[config.mk]
export PLATFORM = sky130hd
export DESIGN_NAME = heater_session_sequencer
export DESIGN_NICKNAME = d
export VERILOG_FILES = /design/src/sv/hss_pkg.sv /design/src/sv/heater_session_sequencer.sv
export SDC_FILE = /design/constraint.sdc
export NUM_CORES = 1
export LEC_CHECK = 0
export ABC_AREA = 1
export BUFFER_PORTS_ARGS = -buffer_cell sky130_fd_sc_hd__clkbuf_2
export CORE_UTILIZATION = 40
export CTS_BUF_LIST = sky130_fd_sc_hd__clkbuf_2
export CTS_CLUSTER_DIAMETER = 50
export CTS_CLUSTER_SIZE = 20
export DETAILED_ROUTE_END_ITERATION = 12
export SYNTH_ARGS = -nofsm -noshare
export SYNTH_HDL_FRONTEND = slang
export SYNTH_SLANG_ARGS = --single-unit
[constraint.sdc]
create_clock -name clk -period 6.25 [get_ports clk]
set_input_delay 0.3125 -clock clk [delete_from_list [all_inputs] [get_ports clk]]
set_output_delay 0.3125 -clock clk [all_outputs]
set_load 0.01 [all_outputs]
[src/sv/hss_pkg.sv]
package hss_pkg;

	// Session modes, as reported on session_mode
	typedef enum logic [2:0] {
		MODE_IDLE     = 3'd0,
		MODE_HEATING  = 3'd1,
		MODE_READY    = 3'd2,
		MODE_ACTIVE   = 3'd3,
		MODE_COOLDOWN = 3'd4,
		MODE_FAULT    = 3'd5
	} mode_t;

	// Item operation codes
	typedef enum logic [1:0] {
		OP_TICK  = 2'd0,
		OP_START = 2'd1,
		OP_STOP  = 2'd2,
		OP_ACK   = 2'd3
	} op_t;

	// Configuration register indexes
	localparam logic REG_READY_MARGIN  = 1'b0;
	localparam logic REG_COOLDOWN_TEMP = 1'b1;

	localparam int TEMP_W   = 15;
	localparam int TIME_W   = 32;
	localparam int MARGIN_W = 10;
	localparam int CFG_W    = 15;

	localparam logic [MARGIN_W-1:0] MARGIN_RESET   = 10'd50;
	localparam logic signed [TEMP_W-1:0] COOL_RESET = 15'sd1500;

endpackage

[src/sv/heater_session_sequencer.sv]
// Each accepted item passes through the input register, then the result register,
// where it is offered until taken. Throughput: one item per cycle while out_stall
// is low; the session state is updated in the same cycle the item moves from the
// input register to the result register.
// Reset (arst_n low, asynchronous): mode idle, heater off, times and
// temperatures 0, ready_margin 50, cooldown_temp 1500, no item held.
module heater_session_sequencer (
	input  logic                         clk,
	input  logic                         arst_n,
	// configuration
	input  logic                         cfg_we,
	input  logic                         cfg_index,
	input  logic [hss_pkg::CFG_W-1:0]    cfg_data,
	// input channel
	input  logic                         in_valid,
	output logic                         in_stall,
	input  logic [1:0]                   operation,
	input  logic [hss_pkg::TIME_W-1:0]   time_ms,
	input  logic signed [hss_pkg::TEMP_W-1:0] temperature,
	input  logic                         safety_fault,
	input  logic                         draw_started,
	input  logic                         draw_ended,
	input  logic                         hit_allowed,
	input  logic                         battery_locked_out,
	input  logic                         atomizer_present,
	input  logic signed [hss_pkg::TEMP_W-1:0] profile_start_temp,
	input  logic [hss_pkg::TIME_W-1:0]   profile_hold_ms,
	// output channel
	output logic                         out_valid,
	input  logic                         out_stall,
	output logic [2:0]                   session_mode,
	output logic                         heater_on,
	output logic                         hit_counted,
	output logic                         session_done,
	output logic [hss_pkg::TIME_W-1:0]   session_duration_ms,
	output logic signed [hss_pkg::TEMP_W-1:0] session_peak_temp,
	output logic [hss_pkg::TIME_W-1:0]   hold_elapsed_ms
);
	import hss_pkg::*;

	// configuration registers
	logic [MARGIN_W-1:0]      ready_margin_q;
	logic signed [TEMP_W-1:0] cooldown_temp_q;

	// input register
	logic                     valid_s1;
	op_t                      op_s1;
	logic [TIME_W-1:0]        now_s1;
	logic signed [TEMP_W-1:0] temp_s1;
	logic                     fault_s1, dstart_s1, dend_s1, hit_ok_s1, locked_s1, atom_s1;
	logic signed [TEMP_W-1:0] p_start_s1;
	logic [TIME_W-1:0]        p_hold_s1;

	// session state
	mode_t                    mode_q;
	logic [TIME_W-1:0]        entry_q;
	logic signed [TEMP_W-1:0] peak_q;
	logic signed [TEMP_W-1:0] target_q;
	logic [TIME_W-1:0]        hold_win_q;
	logic                     heater_q;

	// next state
	mode_t                    mode_d;
	logic [TIME_W-1:0]        entry_d;
	logic signed [TEMP_W-1:0] peak_d;
	logic signed [TEMP_W-1:0] target_d;
	logic [TIME_W-1:0]        hold_win_d;
	logic                     heater_d;
	logic                     hit_d;
	logic                     done_d;
	logic                     do_stop;

	// result values
	logic [TIME_W-1:0]        duration_d;
	logic [TIME_W-1:0]        hold_el_d;

	// result register
	logic                     out_valid_q;
	mode_t                    mode_out_q;
	logic                     heater_out_q, hit_out_q, done_out_q;
	logic [TIME_W-1:0]        duration_q, hold_el_q;
	logic signed [TEMP_W-1:0] peak_out_q;

	logic                     advance, fire, accept;
	logic signed [TEMP_W+1:0] ready_thr;
	logic [TIME_W-1:0]        held;

	// handshake
	assign advance  = !out_valid_q || !out_stall;
	assign fire     = valid_s1 && advance;
	assign in_stall = valid_s1 && !advance;
	assign accept   = in_valid && !in_stall;

	// configuration writes
	always_ff @(posedge clk or negedge arst_n) begin
		if (!arst_n) begin
			ready_margin_q  <= MARGIN_RESET;
			cooldown_temp_q <= COOL_RESET;
		end else if (cfg_we) begin
			unique case (cfg_index)
				REG_READY_MARGIN:  ready_margin_q  <= cfg_data[MARGIN_W-1:0];
				REG_COOLDOWN_TEMP: cooldown_temp_q <= $signed(cfg_data[TEMP_W-1:0]);
				default:           ready_margin_q  <= ready_margin_q;
			endcase
		end
	end

	// input register
	always_ff @(posedge clk or negedge arst_n) begin
		if (!arst_n) begin
			valid_s1 <= 1'b0;
		end else if (accept) begin
			valid_s1 <= 1'b1;
		end else if (advance) begin
			valid_s1 <= 1'b0;
		end
	end

	always_ff @(posedge clk) begin
		if (accept) begin
			op_s1      <= op_t'(operation);
			now_s1     <= time_ms;
			temp_s1    <= temperature;
			fault_s1   <= safety_fault;
			dstart_s1  <= draw_started;
			dend_s1    <= draw_ended;
			hit_ok_s1  <= hit_allowed;
			locked_s1  <= battery_locked_out;
			atom_s1    <= atomizer_present;
			p_start_s1 <= profile_start_temp;
			p_hold_s1  <= profile_hold_ms;
		end
	end

	// ready threshold: start temperature less margin, two bits of headroom
	assign ready_thr = {{2{target_q[TEMP_W-1]}}, target_q}
		- $signed({2'b00, {(TEMP_W-MARGIN_W){1'b0}}, ready_margin_q});
	assign held = now_s1 - entry_q;

	// next state
	always_comb begin
		mode_d     = mode_q;
		entry_d    = entry_q;
		peak_d     = peak_q;
		target_d   = target_q;
		hold_win_d = hold_win_q;
		heater_d   = heater_q;
		hit_d      = 1'b0;
		done_d     = 1'b0;
		do_stop    = 1'b0;
		unique case (op_s1)
			OP_TICK: begin
				if (temp_s1 > peak_q)
					peak_d = temp_s1;
				if ((mode_q == MODE_HEATING || mode_q == MODE_READY
						|| mode_q == MODE_ACTIVE) && fault_s1) begin
					heater_d = 1'b0;
					mode_d   = MODE_FAULT;
					entry_d  = now_s1;
				end else begin
					unique case (mode_q)
						MODE_HEATING: begin
							if ($signed({{2{temp_s1[TEMP_W-1]}}, temp_s1}) >= ready_thr) begin
								mode_d  = MODE_READY;
								entry_d = now_s1;
							end
						end
						MODE_READY: begin
							if (dstart_s1 && hit_ok_s1) begin
								hit_d   = 1'b1;
								mode_d  = MODE_ACTIVE;
								entry_d = now_s1;
							end else if (held >= hold_win_q) begin
								do_stop = 1'b1;
							end
						end
						MODE_ACTIVE: begin
							if (dend_s1) begin
								mode_d  = MODE_READY;
								entry_d = now_s1;
							end
						end
						MODE_COOLDOWN: begin
							if (temp_s1 <= cooldown_temp_q) begin
								mode_d  = MODE_IDLE;
								entry_d = now_s1;
							end
						end
						default: ;
					endcase
				end
			end
			OP_START: begin
				if (mode_q == MODE_IDLE && !locked_s1 && atom_s1) begin
					target_d   = p_start_s1;
					hold_win_d = p_hold_s1;
					peak_d     = temp_s1;
					heater_d   = 1'b1;
					mode_d     = MODE_HEATING;
					entry_d    = now_s1;
				end
			end
			OP_STOP: do_stop = 1'b1;
			default: begin
				if (mode_q == MODE_FAULT) begin
					mode_d  = MODE_IDLE;
					entry_d = now_s1;
				end
			end
		endcase
		// stop: outside idle and fault, do_stop moves the mode to cooldown with the heater off
		if (do_stop && mode_q != MODE_IDLE && mode_q != MODE_FAULT) begin
			done_d   = (mode_q == MODE_READY || mode_q == MODE_ACTIVE);
			heater_d = 1'b0;
			mode_d   = MODE_COOLDOWN;
			entry_d  = now_s1;
		end
	end

	// result values
	always_comb begin
		duration_d = done_d ? held : '0;
		hold_el_d  = (mode_d == MODE_READY || mode_d == MODE_ACTIVE)
			? (now_s1 - entry_d) : '0;
	end

	// session state update
	always_ff @(posedge clk or negedge arst_n) begin
		if (!arst_n) begin
			mode_q     <= MODE_IDLE;
			entry_q    <= '0;
			peak_q     <= '0;
			target_q   <= '0;
			hold_win_q <= '0;
			heater_q   <= 1'b0;
		end else if (fire) begin
			mode_q     <= mode_d;
			entry_q    <= entry_d;
			peak_q     <= peak_d;
			target_q   <= target_d;
			hold_win_q <= hold_win_d;
			heater_q   <= heater_d;
		end
	end

	// result register
	always_ff @(posedge clk or negedge arst_n) begin
		if (!arst_n) begin
			out_valid_q <= 1'b0;
		end else if (advance) begin
			out_valid_q <= valid_s1;
		end
	end

	always_ff @(posedge clk) begin
		if (fire) begin
			mode_out_q   <= mode_d;
			heater_out_q <= heater_d;
			hit_out_q    <= hit_d;
			done_out_q   <= done_d;
			duration_q   <= duration_d;
			peak_out_q   <= peak_d;
			hold_el_q    <= hold_el_d;
		end
	end

	assign out_valid           = out_valid_q;
	assign session_mode        = mode_out_q;
	assign heater_on           = heater_out_q;
	assign hit_counted         = hit_out_q;
	assign session_done        = done_out_q;
	assign session_duration_ms = duration_q;
	assign session_peak_temp   = peak_out_q;
	assign hold_elapsed_ms     = hold_el_q;

endmodule

==> summary.txt, run 1 <==
Critical path
  • R2R depth: 46
  • Critical path startpoint category: flip-flop
  • Setup slack, reg-to-reg: 0.06 ns
  • CP max-delay cell: fa_2
  • Worst Path Arrival: 6.93 ns
  • Reg2reg start: entry_q[5]
  • Critical path endpoint: hold_elapsed_ms[22]
  • CP startpoint: entry_q[5]
  • WP data required: around 7.0 ns
  • R2R Path End: hold_elapsed_ms[22]
  • Critical Path Max Stage Delay: roughly 0.42 ns
  • Crit Path Class: reg2reg
  • Most frequent CP cell: nand2_1
  • CP Capture Type: flip-flop
  • Max FO, Critical Path: 5

Placement
  • Cell Area, Placed: between 20000 and 25000 µm²
  • Post-DP HPWL: ~47000 µm
  • Routability cong.: approximately 1
  • PortBufs: around 210

Floorplan
  • Core Rows: between 80 and 90
  • Top-Level Pins: 210
  • Die area: 51100 µm²
  • Core area: ~50000 µm²
  • Die height: around 230 µm
  • Initial core utilization: 0.408
  • Die width: 226 µm

STA
  • RSZ-0062 raised after global routing: yes
  • Max Fclk: between 150 and 200 MHz
  • # setup viols final: 0
  • Period minus WS final: slightly above 6 ns
  • Final Cycle Share: 0.991
  • Final Max Tran Viols: 0
  • Final Hold Vio Count: 0
  • Slew headroom: 0.332
  • Worst Max-Slew Pin Slew: between 0.9 and 1 ns
  • Clock skew: 0.132 ns

CTS
  • Worst-Skew Late Latency: between 1 and 1.5 ns
  • Num CTS Buffers: 39
  • Max Root-Sink Buffers: 3
  • Clock Pin Slew Worst Setup and Hold Paths: around 0.22 ns
  • CTS tree: built
  • H-tree depth: 2
  • Clock sink count: around 310
  • Root Driver: clkbuf_2

Global routing
  • GRT overflow: 0
  • Initial antenna violation count: 4
  • GRT Resource Usage Total: 0.262
  • Largest net degree at the start of global routing: 167
  • Vias in the first global route: 19300
  • Global-route wire length before repair: about 100000 µm

Synth
  • Post-synth ARST share: 0.401
  • Synth area leader: edfxtp_1
  • Synthesized flop and latch total: 312
  • Post-synth top cells: 515 x nand2_1, 346 x inv_1, 247 x a21oi_1
  • Post-synth design cell area: ~20000 µm²
  • Area contributors post-synth: edfxtp_1 28%, dfrtp_1 14%, nand2_1 9.6%
  • Mapped Nets: about 2700
  • Synth cell types: 58
  • Post-synth EDFFs: between 150 and 200
  • Seq/Total Area, Yosys: 0.436
  • Syn. warnings: 0
  • Avg Cell Area, Syn: 8.23 µm²
  • Primary FF master, synth: edfxtp_1
  • Share of the synthesized area in the top cell type: 0.280
  • Cell with the most instances after synthesis: nand2_1
  • Mapped Cells: 2440

Layout
  • Final #Nets: ~3400
  • Util after Layout: 0.564
  • Share of post-route cells with drive strength above 1: 0.249
  • Area grow syn2layout: 38.3%
  • Filler cells: approximately 4500
  • Final instance area: between 20000 and 30000 µm²

Run status
  • Outcome: complete, no violations

Power
  • VDD IR max: 181 µV
  • Leak Pwr: approximately 13 nW
  • Cell Pwr Density: 467 nW/µm²

Flow run
  • Max cap viols: 0

Route
  • Post-DRT Antenna Nets: 0
  • Routed wire length: roughly 68000 µm
  • Vias per inst: 5.20
  • WL/cell: ~18 µm
  • Pre-antenna DRT Iters: 6
  • # DRC: 0
  • Total number of vias: approximately 20000
  • Drt first-iter violations: approximately 1500

Min path
  • Worst Hold Depth: 4
  • Hold Path Class: in2reg
-- repair_timing --
action / 4_1_cts / 5_1_grt
pin swaps: 12 / 77
hold endpoints to repair: 224 / 0
cloned: 2 / 1
setup endpoints to repair: 17 / 25
gates resized for setup: 45 / 184
hold buffers: 246 / 0
setup buffers: 4 / 23
-- sequential cells by signal, summed over array words and instances (netlist names), 2 cells and up --
signal / flops
peak_q: 15
op_s1: 2
ready_margin_q: 10
p_start_s1: 15
session_duration_ms: 32
target_q: 15
hold_elapsed_ms: 32
p_hold_s1: 32
session_mode: 3
now_s1: 32
temp_s1: 15
hold_win_q: 32
cooldown_temp_q: 15
mode_q: 3
entry_q: 32
session_peak_temp: 15
-- cell usage in the layout, fill, tap and decap left out, types with 14 or more instances in the layout --
cell / Yosys / routed
o211ai_1: 30 / 30
nand3_1: 74 / 63
dlygate4sd3_1: 0 / 245
nand2_2: 5 / 46
nand2_1: 515 / 472
a21oi_1: 247 / 214
o21ai_2: 6 / 17
xnor2_1: 17 / 17
buf_4: 2 / 246
edfxtp_1: 187 / 187
ha_4: 0 / 28
dfrtp_1: 115 / 115
nand4_1: 40 / 40
o21ai_1: 25 / 30
inv_1: 346 / 340
clkbuf_2: 0 / 253
nor2_1: 180 / 165
o21bai_1: 20 / 20
ha_1: 150 / 121
nor2_2: 4 / 16
xor2_1: 36 / 32
o21ai_0: 195 / 179
a221oi_1: 16 / 14
a21oi_2: 1 / 28
o22ai_1: 21 / 21
-- layer usage --
metal | vias up | share of wire | track usage
met5 | - | 0 | 0
met4 | 0 | 0.030 | 0.100
met3 | 129 | 0.069 | 0.0359
met2 | 780 | 0.45 | 0.407
met1 | 9301 | 0.45 | 0.368
li1 | 9639 | - | -
-- critical path, delay by kind of cell (launching register included) --
kind            cells  cell delay [ns]
simple gates       21             1.83
compound gates     10             1.48
fa+ha+maj           4             1.23
buf+inv             9             0.60
flops               1             0.40
xor+xnor            2             0.31
-- how the worst min path moves through the flow --
stage / end / slack, ns / from
3_5_place_dp: target_q[7] / 0.47 / p_start_s1[7]
4_1_cts: ready_margin_q[1] / 0.006 / cfg_data[1]
5_1_grt: now_s1[4] / 0.06 / time_ms[4]
2_1_floorplan: cooldown_temp_q[0] / 0.02 / arst_n
3_3_place_gp: target_q[7] / 0.46 / p_start_s1[7]
6_report: ready_margin_q[2] / 0.10 / cfg_data[2]
-- cell type report --
class / instances / area (µm²) / share of cell area
antenna: 3 / 7.51 / 0.000270
clock buffer: 45 / 225 / 0.00811
clock inverter: 27 / 375 / 0.0135
inverter: 358 / 1360 / 0.0490
multi-input combinational: 1693 / 10600 / 0.381
sequential: 312 / 8760 / 0.315
tap: 664 / 831 / 0.0299
timing repair buffer: 714 / 5630 / 0.203
timing repair inverter: 1 / 6.26 / 0.000225
-- power breakdown --
part / switching (W) / total (W) / internal [W]
registers: 0.000293 / 0.00300 / 0.00271
logic: 0.00489 / 0.00862 / 0.00372
clock network: 0.000882 / 0.00136 / 0.000476
total: 0.00607 / 0.0130 / 0.00691
-- cell families after synthesis --
| family | Yosys count | synth area share |
|---|---|---|
| AO/OA/AOI/OAI | 622 | 0.175 |
| buffers and inverters | 435 | 0.0841 |
| adder cells (fa/ha/maj) | 153 | 0.0965 |
| XOR/XNOR | 53 | 0.0231 |
| AND/OR/NAND/NOR | 852 | 0.177 |
| multiplexers | 13 | 0.00729 |
| flip-flops | 312 | 0.436 |
-- stage by stage --
| step | hold WS, ns | setup slack (ns) | total power, W | TNS [ns] | std cells |
|---|---|---|---|---|---|
| floorplan | 0.0169 | 0.370 | 0.00755 | 0 | 2440 |
| global placement | 0.462 | -0.00562 | 0.0102 | -0.00562 | 3466 |
| detailed placement | 0.465 | -0.141 | 0.0104 | -0.870 | 3466 |
| CTS | 0.00590 | 0.00371 | 0.0121 | 0 | 3790 |
| global route | 0.0619 | -0.355 | 0.0141 | -4.78 | 3817 |
| finish | 0.102 | 0.0564 | 0.0130 | 0 | 3817 |
No activity file was read; power rests on OpenSTA's default activity.
==> run 2, diff against run 1 <==
--- a/config.mk
+++ b/config.mk
@@ -12,6 +12,7 @@
 export CTS_CLUSTER_DIAMETER = 50
 export CTS_CLUSTER_SIZE = 20
 export DETAILED_ROUTE_END_ITERATION = 12
+export REMOVE_ABC_BUFFERS = 1
 export SYNTH_ARGS = -nofsm -noshare
 export SYNTH_HDL_FRONTEND = slang
 export SYNTH_SLANG_ARGS = --single-unit
==> summary.txt, run 2 (same netlist as run 1, synthesis figures left out) <==
STA
  • Clock skew: 0.121 ns (-0.0110 ns)
  • # setup viols final: 0 (unchanged)
  • Period minus WS final: 6.05 ns (-0.142 ns)
  • Slew headroom: 0.311 (-0.0212)
  • Worst Max-Slew Pin Slew: 1.03 ns (+0.0343 ns)
  • RSZ-0062 raised after global routing: yes
  • Final Hold Vio Count: 0 (unchanged)
  • Final Max Tran Viols: 0 (unchanged)
  • Final Cycle Share: 0.968 (-0.0228)
  • Max Fclk: 165 MHz (+2.4%)

Critical path
  • Worst Path Arrival: 6.83 ns (-0.10 ns)
  • Critical Path Max Stage Delay: 0.41 ns (about the same)
  • WP data required: 7.03 ns (+0.04 ns)
  • Critical path startpoint category: flip-flop
  • Max FO, Critical Path: 5 (unchanged)
  • CP Capture Type: flip-flop
  • Most frequent CP cell: nand2_1
  • CP max-delay cell: edfxtp_1
  • Crit Path Class: reg2reg

CTS
  • Root Driver: clkbuf_2
  • Max Root-Sink Buffers: 3 (unchanged)
  • Clock sink count: 312 (unchanged)
  • CTS tree: built
  • Clock Pin Slew Worst Setup and Hold Paths: 0.26 ns (+0.04 ns)
  • H-tree depth: 2 (unchanged)
  • Worst-Skew Late Latency: 1.11 ns (+0.02 ns)
  • Num CTS Buffers: 42 (+7.7%)

Layout
  • Area grow syn2layout: 35.0%
  • Commonest cells after routing, fill and taps aside: 471 x nand2_1, 334 x inv_1, 254 x clkbuf_2, 242 x dlygate4sd3_1, 220 x a21oi_1
  • Final #Nets: 3321 (-2.2%)
  • Commonest non-fill, non-tap cell in the layout: nand2_1
  • Share of post-route cells with drive strength above 1: 0.233 (-0.0156)
  • Filler cells: 4544 (+1.2%)
  • Util after Layout: 0.550 (-0.0135)

Global routing
  • Initial antenna violation count: 2 (-2)
  • GRT Resource Usage Total: 0.263 (+0.00131)
  • GRT overflow: 0 (unchanged)
  • Vias in the first global route: 18800 (-2.8%)
  • Global-route wire length before repair: 104000 µm (-0.34%)
  • Largest net degree at the start of global routing: 92 (-45%)

Route
  • Routed wire length: 67700 µm (+0.22%)
  • Post-DRT Antenna Nets: 0 (unchanged)
  • Total number of vias: 19500 (-1.7%)
  • Vias per inst: 5.21 (+0.15%)
  • # DRC: 0 (unchanged)
  • Pre-antenna DRT Iters: 5 (-1)
  • WL/cell: 18.1 µm (+2.1%)
  • Drt first-iter violations: 1664 (+9.3%)

Power
  • Total power: 0.0125 W (-3.7%)
  • Cell Pwr Density: 461 nW/µm² (-1.3%)
  • Leak Pwr: 12.7 nW (-3.0%)
  • VDD IR max: 205 µV (+14%)

Floorplan
  • Top-Level Pins: 210 (unchanged)
  • Core Rows: 81 (unchanged)
  • Core area: 49300 µm² (unchanged)
  • Die height: 226 µm (unchanged)
  • Die area: 51100 µm² (unchanged)
  • Initial core utilization: 0.408 (unchanged)
  • Die width: 226 µm (unchanged)

Placement
  • Routability cong.: 0.970 (-0.82%)
  • Post-DP HPWL: 46300 µm (-0.59%)
  • PortBufs: 209 (unchanged)

Min path
  • Hold Path Class: in2reg

Flow run
  • Max cap viols: 0 (unchanged)

Run status
  • Outcome: complete, no violations
==> run 2: per-layer routing <==
layer | global-route usage | vias up | wire [µm]
met3 | 0.0376 | 138 | 4490
li1 | - | 9499 | -
met2 | 0.413 | 690 | 30400
met5 | 0 | - | 0
met4 | 0.0846 | 0 | 2000
met1 | 0.372 | 9177 | 30800
==> run 2: path summary, 6_finish.rpt <==
check	startpoint	end	slack (ns)	cells after the start
max in group asynchronous	arst_n	entry_q[18]	4.71	4
setup / recovery	now_s1[0]	hold_elapsed_ms[22]	0.20	49
min in group asynchronous	arst_n	ready_margin_q[5]	0.44	3
hold reg to reg	p_start_s1[11]	target_q[11]	0.51	1
setup reg to reg	now_s1[0]	hold_elapsed_ms[22]	0.20	49
hold / removal	cfg_data[0]	cooldown_temp_q[0]	0.15	4
==> run 2: timing repair <==
| item | CTS | global route |
|---|---|---|
| pin swaps | 2 | 83 |
| hold buffers | 243 | 0 |
| endpoints found under the setup margin | 13 | 25 |
| endpoints found under the hold margin | 266 | 0 |
| resized for setup | 18 | 213 |
| buffers inserted | 0 | 32 |
==> run 2: final cells by class <==
cell class / count / area [µm²] / area share
timing repair buffer: 638 / 5040 / 0.186
clock inverter: 31 / 362 / 0.0133
multi-input combinational: 1693 / 10500 / 0.388
antenna: 3 / 7.51 / 0.000277
inverter: 358 / 1360 / 0.0500
clock buffer: 46 / 230 / 0.00849
tap: 664 / 831 / 0.0306
sequential: 312 / 8760 / 0.323
==> run 2: metrics by stage <==
stage	setup slack, ns	std cells	setup TNS [ns]	cell area, µm²	hold WS [ns]
floorplan	-3.66	2363	-311.51	19700	0.0169
global placement	0.0237	3391	0	22800	0.456
detailed placement	-0.141	3391	-0.496	22800	0.464
CTS	0.0132	3711	0	25900	0.00968
global route	-0.233	3744	-2.40	27100	0.0889
finish	0.199	3745	0	27100	0.149
==> run 2: power breakdown <==
group | switching, W | total (W) | internal (W)
Combinational | 0.00475 | 0.00814 | 0.00339
Sequential | 0.000291 | 0.00300 | 0.00271
Clock | 0.000963 | 0.00136 | 0.000394
==> run 2: critical path, delay by kind of cell, from the launching register on <==
| kind | cells | cell delay (ns) |
|---|---|---|
| compound gates | 6 | 0.93 |
| fa+ha+maj | 5 | 1.33 |
| simple gates | 28 | 2.28 |
| flops | 1 | 0.41 |
| xor+xnor | 1 | 0.14 |
| buf+inv | 9 | 0.63 |
